**src/prime_and_twin_counter_core_assert.svh**
```systemverilog
// Assertion macros shared by the prime and twin counter modules.
// Depends on nothing; each user supplies its own clock and active-low reset.
`ifndef PRIME_AND_TWIN_COUNTER_CORE_ASSERT_SVH
`define PRIME_AND_TWIN_COUNTER_CORE_ASSERT_SVH

// Same-cycle implication, disabled while reset is asserted.
`define PTC_ASSERT_NOW(label, clk, rst_n, ante, cons) \
  label: assert property (@(posedge clk) disable iff (!rst_n) (ante) |-> (cons)) \
    else $error("ptc assertion failed");

// Next-cycle implication, disabled while reset is asserted.
`define PTC_ASSERT_NEXT(label, clk, rst_n, ante, cons) \
  label: assert property (@(posedge clk) disable iff (!rst_n) (ante) |=> (cons)) \
    else $error("ptc assertion failed");

`endif

```
**src/ptc_pkg.sv**
```systemverilog
// Shared types for the prime and twin counter: controller states and the
// command and status structs between controller and datapath. No dependencies.
`timescale 1ns / 1ps

package ptc_pkg;

  localparam int COUNT_WIDTH = 13;

  typedef enum logic [5:0] {
    ST_IDLE = 6'b000001,
    ST_CAND = 6'b000010,
    ST_TEST = 6'b000100,
    ST_DIV  = 6'b001000,
    ST_CHK  = 6'b010000,
    ST_FIN  = 6'b100000
  } state_t;

  typedef struct packed {
    logic start;
    logic cand_init;
    logic div_init;
    logic div_step;
    logic next_d;
    logic record;
    logic rec_prime;
    logic load_out;
  } cmd_t;

  typedef struct packed {
    logic past_end;
    logic le1;
    logic le3;
    logic even;
    logic sq_gt_n;
    logic div_last;
    logic rem_zero;
  } status_t;

endpackage

```
**src/prime_and_twin_counter_core.sv**
```systemverilog
// Top level of the prime and twin counter: controller plus datapath.
// Depends on ptc_pkg, ptc_ctrl and ptc_datapath.
`timescale 1ns / 1ps

//  Channel  Direction  Ports                                 Transaction
//  in       input      in_valid, in_stall, in_limit          one upper limit N
//  out      output     out_valid, out_stall,                 prime and twin counts
//                      out_prime_count, out_twin_count
//
// Each candidate c from 2 through N + 2 is classified in turn. Values up to 3 and even values
// are recorded straight from the candidate state. An odd candidate is tried against odd trial
// divisors from 3 by a bit-serial remainder (while d * d <= c, up to the smallest factor).
// Start, end check and result load are steps of their own around the candidate loop.
// Reset clears the controller and the result valid flag; payload is not reset. A new limit
// is taken while a result waits, and an output stall holds the block only at a second load.

module prime_and_twin_counter_core #(
  parameter int LIMIT_WIDTH = 16
) (
  input  logic                             clk,
  input  logic                             rst_n,
  input  logic                             in_valid,
  output logic                             in_stall,
  input  logic [LIMIT_WIDTH-1:0]           in_limit,
  output logic                             out_valid,
  input  logic                             out_stall,
  output logic [ptc_pkg::COUNT_WIDTH-1:0]  out_prime_count,
  output logic [ptc_pkg::COUNT_WIDTH-1:0]  out_twin_count
);
  import ptc_pkg::*;

  // Commands from the sequencer and the datapath's comparison results.
  cmd_t    cmd;
  status_t status;

  ptc_ctrl u_ctrl (
    .clk      (clk),
    .rst_n    (rst_n),
    .in_valid (in_valid),
    .in_stall (in_stall),
    .out_valid(out_valid),
    .out_stall(out_stall),
    .cmd_o    (cmd),
    .status_i (status)
  );

  // The datapath holds the limit, the candidate window, the trial divisor with
  // its running square, the remainder unit and both counts.
  ptc_datapath #(
    .LIMIT_WIDTH(LIMIT_WIDTH)
  ) u_datapath (
    .clk            (clk),
    .rst_n          (rst_n),
    .in_limit       (in_limit),
    .cmd_i          (cmd),
    .status_o       (status),
    .out_prime_count(out_prime_count),
    .out_twin_count (out_twin_count)
  );

endmodule

```
**src/ptc_ctrl.sv**
```systemverilog
// Controller state machine of the prime and twin counter.
// Depends on ptc_pkg and the assertion macro header.
`timescale 1ns / 1ps
`include "prime_and_twin_counter_core_assert.svh"

module ptc_ctrl (
  input  logic              clk,
  input  logic              rst_n,
  input  logic              in_valid,
  output logic              in_stall,
  output logic              out_valid,
  input  logic              out_stall,
  output ptc_pkg::cmd_t     cmd_o,
  input  ptc_pkg::status_t  status_i
);
  import ptc_pkg::*;

  state_t state_r, state_nxt;
  logic   out_valid_r, out_valid_nxt;

  always_comb begin
    cmd_o     = '0;
    state_nxt = state_r;
    unique case (state_r)
      ST_IDLE: begin
        if (in_valid) begin
          cmd_o.start = 1'b1;
          state_nxt   = ST_CAND;
        end
      end
      ST_CAND: begin
        priority if (status_i.past_end) begin
          state_nxt = ST_FIN;
        end else if (status_i.le1) begin
          cmd_o.record = 1'b1;
        end else if (status_i.le3) begin
          cmd_o.record    = 1'b1;
          cmd_o.rec_prime = 1'b1;
        end else if (status_i.even) begin
          cmd_o.record = 1'b1;
        end else begin
          cmd_o.cand_init = 1'b1;
          state_nxt       = ST_TEST;
        end
      end
      ST_TEST: begin
        if (status_i.sq_gt_n) begin
          cmd_o.record    = 1'b1;
          cmd_o.rec_prime = 1'b1;
          state_nxt       = ST_CAND;
        end else begin
          cmd_o.div_init = 1'b1;
          state_nxt      = ST_DIV;
        end
      end
      ST_DIV: begin
        cmd_o.div_step = 1'b1;
        if (status_i.div_last) begin
          state_nxt = ST_CHK;
        end
      end
      ST_CHK: begin
        if (status_i.rem_zero) begin
          cmd_o.record = 1'b1;
          state_nxt    = ST_CAND;
        end else begin
          cmd_o.next_d = 1'b1;
          state_nxt    = ST_TEST;
        end
      end
      ST_FIN: begin
        if (!out_valid_r || !out_stall) begin
          cmd_o.load_out = 1'b1;
          state_nxt      = ST_IDLE;
        end
      end
      default: begin
        state_nxt = ST_IDLE;
      end
    endcase
  end

  always_comb begin
    out_valid_nxt = out_valid_r;
    if (cmd_o.load_out) begin
      out_valid_nxt = 1'b1;
    end else if (out_valid_r && !out_stall) begin
      out_valid_nxt = 1'b0;
    end
  end

  always_ff @(posedge clk) begin
    if (!rst_n) begin
      state_r     <= ST_IDLE;
      out_valid_r <= 1'b0;
    end else begin
      state_r     <= state_nxt;
      out_valid_r <= out_valid_nxt;
    end
  end

  assign in_stall  = (state_r != ST_IDLE);
  assign out_valid = out_valid_r;

  // The result register is only overwritten once the previous result has left.
  `PTC_ASSERT_NOW(a_load_free, clk, rst_n, cmd_o.load_out, (!out_valid_r || !out_stall))
  // An accepted transaction always starts with candidate classification.
  `PTC_ASSERT_NEXT(a_start_cand, clk, rst_n, (state_r == ST_IDLE) && in_valid,
    state_r == ST_CAND)
  // A candidate is never recorded while its remainder is still being formed.
  `PTC_ASSERT_NOW(a_no_rec_in_div, clk, rst_n, cmd_o.div_step, !cmd_o.record)

endmodule

```
**src/ptc_datapath.sv**
```systemverilog
// Datapath of the prime and twin counter: candidate and divisor registers,
// a bit-serial remainder unit and the two counters. Depends on ptc_pkg and
// the assertion macro header.
`timescale 1ns / 1ps
`include "prime_and_twin_counter_core_assert.svh"

module ptc_datapath #(
  parameter int LIMIT_WIDTH = 16
) (
  input  logic                             clk,
  input  logic                             rst_n,
  input  logic [LIMIT_WIDTH-1:0]           in_limit,
  input  ptc_pkg::cmd_t                    cmd_i,
  output ptc_pkg::status_t                 status_o,
  output logic [ptc_pkg::COUNT_WIDTH-1:0]  out_prime_count,
  output logic [ptc_pkg::COUNT_WIDTH-1:0]  out_twin_count
);
  import ptc_pkg::*;

  // Candidates run up to limit + 2, one bit wider than the limit.
  localparam int CW  = LIMIT_WIDTH + 1;
  localparam int DW  = (CW + 1) / 2 + 2;
  localparam int SQW = CW + 1;
  localparam int BCW = $clog2(CW);

  logic [CW-1:0]          limit_r, limit_nxt;
  logic [CW-1:0]          end_r, end_nxt;
  logic [CW-1:0]          c_r, c_nxt;
  logic [DW-1:0]          d_r, d_nxt;
  logic [SQW-1:0]         sq_r, sq_nxt;
  logic [CW-1:0]          sh_r, sh_nxt;
  logic [DW:0]            rem_r, rem_nxt;
  logic [BCW-1:0]         bitcnt_r, bitcnt_nxt;
  logic                   w1_r, w1_nxt;
  logic                   w2_r, w2_nxt;
  logic [COUNT_WIDTH-1:0] pcnt_r, pcnt_nxt;
  logic [COUNT_WIDTH-1:0] tcnt_r, tcnt_nxt;
  logic [COUNT_WIDTH-1:0] outp_r, outp_nxt;
  logic [COUNT_WIDTH-1:0] outt_r, outt_nxt;
  logic [DW:0]            rem_sh;

  assign rem_sh = {rem_r[DW-1:0], sh_r[CW-1]};

  always_comb begin
    limit_nxt  = limit_r;
    end_nxt    = end_r;
    c_nxt      = c_r;
    d_nxt      = d_r;
    sq_nxt     = sq_r;
    sh_nxt     = sh_r;
    rem_nxt    = rem_r;
    bitcnt_nxt = bitcnt_r;
    w1_nxt     = w1_r;
    w2_nxt     = w2_r;
    pcnt_nxt   = pcnt_r;
    tcnt_nxt   = tcnt_r;
    outp_nxt   = outp_r;
    outt_nxt   = outt_r;

    if (cmd_i.start) begin
      limit_nxt = {1'b0, in_limit};
      end_nxt   = {1'b0, in_limit} + CW'(2);
      c_nxt     = CW'(2);
      w1_nxt    = 1'b0;
      w2_nxt    = 1'b0;
      pcnt_nxt  = '0;
      tcnt_nxt  = '0;
    end
    if (cmd_i.cand_init) begin
      d_nxt  = DW'(3);
      sq_nxt = SQW'(9);
    end
    if (cmd_i.div_init) begin
      sh_nxt     = c_r;
      rem_nxt    = '0;
      bitcnt_nxt = '0;
    end
    if (cmd_i.div_step) begin
      // One restoring step: bring in the next dividend bit, subtract if it fits.
      sh_nxt     = {sh_r[CW-2:0], 1'b0};
      bitcnt_nxt = bitcnt_r + BCW'(1);
      if (rem_sh >= {1'b0, d_r}) begin
        rem_nxt = rem_sh - {1'b0, d_r};
      end else begin
        rem_nxt = rem_sh;
      end
    end
    if (cmd_i.next_d) begin
      // (d + 2)^2 = d^2 + 4d + 4
      d_nxt  = d_r + DW'(2);
      sq_nxt = sq_r + SQW'({d_r, 2'b00}) + SQW'(4);
    end
    if (cmd_i.record) begin
      if (cmd_i.rec_prime && (c_r <= limit_r)) begin
        pcnt_nxt = pcnt_r + COUNT_WIDTH'(1);
      end
      if (cmd_i.rec_prime && w2_r) begin
        tcnt_nxt = tcnt_r + COUNT_WIDTH'(1);
      end
      w2_nxt = w1_r;
      w1_nxt = cmd_i.rec_prime;
      c_nxt  = c_r + CW'(1);
    end
    if (cmd_i.load_out) begin
      outp_nxt = pcnt_r;
      outt_nxt = tcnt_r;
    end
  end

  always_ff @(posedge clk) begin
    limit_r  <= limit_nxt;
    end_r    <= end_nxt;
    c_r      <= c_nxt;
    d_r      <= d_nxt;
    sq_r     <= sq_nxt;
    sh_r     <= sh_nxt;
    rem_r    <= rem_nxt;
    bitcnt_r <= bitcnt_nxt;
    w1_r     <= w1_nxt;
    w2_r     <= w2_nxt;
    pcnt_r   <= pcnt_nxt;
    tcnt_r   <= tcnt_nxt;
    outp_r   <= outp_nxt;
    outt_r   <= outt_nxt;
  end

  always_comb begin
    status_o.past_end = (c_r > end_r);
    status_o.le1      = (c_r < CW'(2));
    status_o.le3      = (c_r < CW'(4));
    status_o.even     = ~c_r[0];
    status_o.sq_gt_n  = (sq_r > {1'b0, c_r});
    status_o.div_last = (bitcnt_r == BCW'(CW - 1));
    status_o.rem_zero = (rem_r == '0);
  end

  assign out_prime_count = outp_r;
  assign out_twin_count  = outt_r;

  // A restoring step always leaves a partial remainder below the divisor.
  `PTC_ASSERT_NEXT(a_rem_below_d, clk, rst_n, cmd_i.div_step, rem_r < {1'b0, d_r})
  // Trial divisors stay odd.
  `PTC_ASSERT_NOW(a_d_odd, clk, rst_n, cmd_i.div_init, d_r[0])
  // The primality window shifts in the recorded verdict.
  `PTC_ASSERT_NEXT(a_window, clk, rst_n, cmd_i.record, w1_r == $past(cmd_i.rec_prime))

endmodule
```
**config.mk**
```make
export PLATFORM = sky130hd
export DESIGN_NAME = prime_and_twin_counter_core
export DESIGN_NICKNAME = d
export VERILOG_FILES = /design/src/ptc_pkg.sv /design/src/prime_and_twin_counter_core.sv /design/src/ptc_ctrl.sv /design/src/ptc_datapath.sv
export VERILOG_INCLUDE_DIRS = /design/src /design/src/src
export SDC_FILE = /design/constraint.sdc
export NUM_CORES = 1
export LEC_CHECK = 0
export BUFFER_PORTS_ARGS = -buffer_cell sky130_fd_sc_hd__buf_2
export CELL_PAD_IN_SITES_DETAIL_PLACEMENT = 0
export CELL_PAD_IN_SITES_GLOBAL_PLACEMENT = 1
export CORE_UTILIZATION = 45
export DETAILED_ROUTE_END_ITERATION = 10
export GPL_TIMING_DRIVEN = 1
export PLACE_DENSITY = 0.81
export SETUP_SLACK_MARGIN = 0.1
export SYNTH_ARGS = -nofsm -noshare
export SYNTH_HDL_FRONTEND = slang
export SYNTH_HIERARCHICAL = 1
export SYNTH_SLANG_ARGS = --single-unit
```
**constraint.sdc**
```tcl
create_clock -name clk -period 4 [get_ports clk]
set_clock_uncertainty 0.1 [all_clocks]
set_input_delay 0 -clock clk [delete_from_list [all_inputs] [get_ports clk]]
set_output_delay 0 -clock clk [all_outputs]
set_load 0.03 [all_outputs]
```
==> flow_summary.ini <==
[grt]
track_usage = 0.2034
grt_overflow = 0
grt_pass1_wl_um = 35320
grt_pass1_vias = 6898
antenna_found_initial = 0
grt_max_degree = 54

[critical_path]
crit_path_end_kind = flop
crit_end = u_datapath/pcnt_r[10]
startpoint = u_datapath/c_r[10]
start_kind = flop
cp.arrival_ps = 3860
timing.rr.end = u_datapath/pcnt_r[10]
reg2reg_from = u_datapath/c_r[10]
worstSetupPathType = flop to flop
reg2regPathDepth = 15
worst_ep_required_time_ps = 4210
worstPathMaxFanout = 12
reg2reg_setup_slack_ps = 360

[final_layout]
final_common_cell = edfxtp_1
diodes = 0
layout_common_cells = edfxtp_1 (135), nand2_1 (85), ha_1 (85)
nFillCells = 1880
syn_to_final_growth_pct = 15.12
drive_gt1_frac = 0.1388
final_nets = 1124
fin_util = 0.5329

[synthesis]
ys_ff_latch = 169
syn_nets = 1036
synthArstFlopShare = 0
synth_ff_type = edfxtp_1
syn_avg_cell_area_sq_um = 10.54
synth_xor_area_frac = 0.05188
yosys_warnings = 6
synth-compound-area-share = 0.1145
synthSimpleGateAreaFrac = 0.1845
synth_top_family_by_area = simple AND/OR/NAND/NOR gates
ys_types = 75
synthAdderAreaFrac = 0.1127
syn_area_sq_um = 9792
yosys-top-cells-area = edfxtp_1 (41%), ha_1 (11%), dfxtp_1 (7.0%)
synthCells = 929
yosys.area.top_type_share = 0.4140
synth_top_cell_by_area = edfxtp_1
synth_seq_area_share = 0.4835
synth_mux_area_frac = 0.01239
synth_edf_count = 135

[timing]
fin_setup_tns_ps = 0
worst_slew_pin_slew_ps = 726.2
fin_crit_ps = 3643
hold_violations = 0
slew_violations = 0
rsz0062_at_grt = no
setup_viol = 0
hold_slack_ps = 190.7
max_freq_ghz = 0.2745
relSlewSlack = 0.5093
finalCritPeriodShare = 0.9109

[power]
p_leak_uw = 0.004561
power.density_nw_per_um2 = 454.2
ir_worst_vdd_mv = 0.2620

[floorplanning]
core_region_area_sq_um = 21150
fp.dieW_um = 149.5
chipHeight_um = 149.5
die-area_sq_um = 22350
start_util = 0.4629
num_rows = 53
io_pins = 48

[route]
drc = 0
vias_per_cell = 5.396
wl_um = 21450
postRouteAntennaNets = 0
drt_iter0_markers = 491
wl_per_cell_um = 16.44
vias = 7042
first_pass_iters = 4

[clocking]
clock_latency_ps = 430
clk_pin_slew_worst_paths_ps = 70
tritoncts = done
cts_root_buf = clkbuf_16
clkSinkCount = 169
clock_path_buffers = 2
htree_levels = 4
cts_buffers = 17

[placed_design]
dp_hpwl_um = 15080
port_buffers = 47
gp_congestion = 0.8503

[worst_hold_path]
hold_class = primary input to flop

[job]
cap_viol_max_count = 0

[run_status]
outcome = complete, no violations
where the power goes:
group / total (uW) / switching [uW] / internal [uW] / leakage [uW]
sequential: 2190 / 102 / 2090 / 0.00142
clock: 1620 / 765 / 860 / 0.000290
combinational: 1310 / 775 / 533 / 0.00285
total: 5120 / 1640 / 3480 / 0.00456
final cells by class:
| class | instances | area (sq um) | area share |
|---|---|---|---|
| sequential | 169 | 4735 | 0.4200 |
| multi-input combinational | 661 | 4701 | 0.4170 |
| timing repair buffer | 94 | 643.1 | 0.05705 |
| clock buffer | 18 | 450.4 | 0.03996 |
| tap | 275 | 344.1 | 0.03052 |
| inverter | 74 | 277.8 | 0.02464 |
| clock inverter | 14 | 121.4 | 0.01077 |
timing repair:
action,in CTS,in global routing
resized for setup,0,11
buffers inserted,0,0
hold buffers,19,0
hold endpoints to repair,39,0
setup endpoints to repair,0,18
Yosys cell counts, drive strengths merged (18+ instances only):
| library cell | instances |
|---|---|
| edfxtp | 135 |
| ha | 85 |
| nand2 | 85 |
| inv | 74 |
| o21ai | 54 |
| nor2 | 49 |
| nand3 | 44 |
| and2 | 43 |
| xnor2 | 41 |
| dfxtp | 34 |
| a21oi | 32 |
| a21o | 24 |
| and3 | 20 |
| clkbuf | 18 |
logic make-up (layout without fill, tap and decap cells):
group | after synthesis | count (layout)
AO/OA/AOI/OAI | 168 | 168
XOR/XNOR | 58 | 58
adder cells (fa/ha/maj) | 87 | 87
buffers and inverters | 99 | 200
flip-flops | 169 | 169
multiplexers | 12 | 12
AND/OR/NAND/NOR | 336 | 336
worst min path at each step:
stage	start	to	slack [ps]	depth (start not counted)
2_1_floorplan	in_limit[0]	u_datapath/end_r[0]	-1	0
3_3_place_gp	in_limit[0]	u_datapath/end_r[0]	80	1
3_5_place_dp	in_limit[0]	u_datapath/end_r[0]	80	1
4_1_cts	in_limit[0]	u_datapath/end_r[0]	160	2
5_1_grt	in_limit[0]	u_datapath/end_r[0]	190	2
6_report	in_limit[0]	u_datapath/end_r[0]	190	2
worst max-delay path, cell delays in order (launching register included):
cell and delay [ps]:
edfxtp_1 410, ha_1 310, a21o_1 180, a21o_1 170
a21oi_1 140, o21ai_0 120, a211oi_1 210, o21ai_0 120
o211a_1 160, nand3b_1 220, o21ai_2 190, and2_4 190
nand2_1 90, o221a_2 310, o21a_4 270, a221o_1 350
routing by layer:
metal / up-vias / routed length (um) / global-route usage
li1: 3537 / - / -
met4: 0 / 384 / 0.06888
met1: 3369 / 10370 / 0.2734
met2: 118 / 10050 / 0.3313
met3: 18 / 649 / 0.03415
met5: - / 0 / 0
per-stage QoR:
step / cell area, sq um / worst slack [ps] / instances / power (uW)
2_1_floorplan: 9792 / 260.3 / 929 / 3095
3_3_place_gp: 10470 / 269.6 / 1254 / 3474
3_5_place_dp: 10470 / 154.5 / 1254 / 3498
4_1_cts: 11240 / 112.0 / 1305 / 5151
5_1_grt: 11270 / 78.09 / 1305 / 5405
6_report: 11270 / 356.6 / 1305 / 5119
flip-flops by register name (all words and copies together) (netlist names), 10 cells and up:
signal / cells
u_datapath/sh_r: 17
u_datapath/rem_r: 12
u_datapath/d_r: 10
u_datapath/out_prime_count: 13
u_datapath/out_twin_count: 13
u_datapath/pcnt_r: 13
u_datapath/tcnt_r: 13
u_datapath/sq_r: 15
u_datapath/limit_r: 15
u_datapath/end_r: 17
u_datapath/c_r: 17
Power figures use the tool's default switching activity.
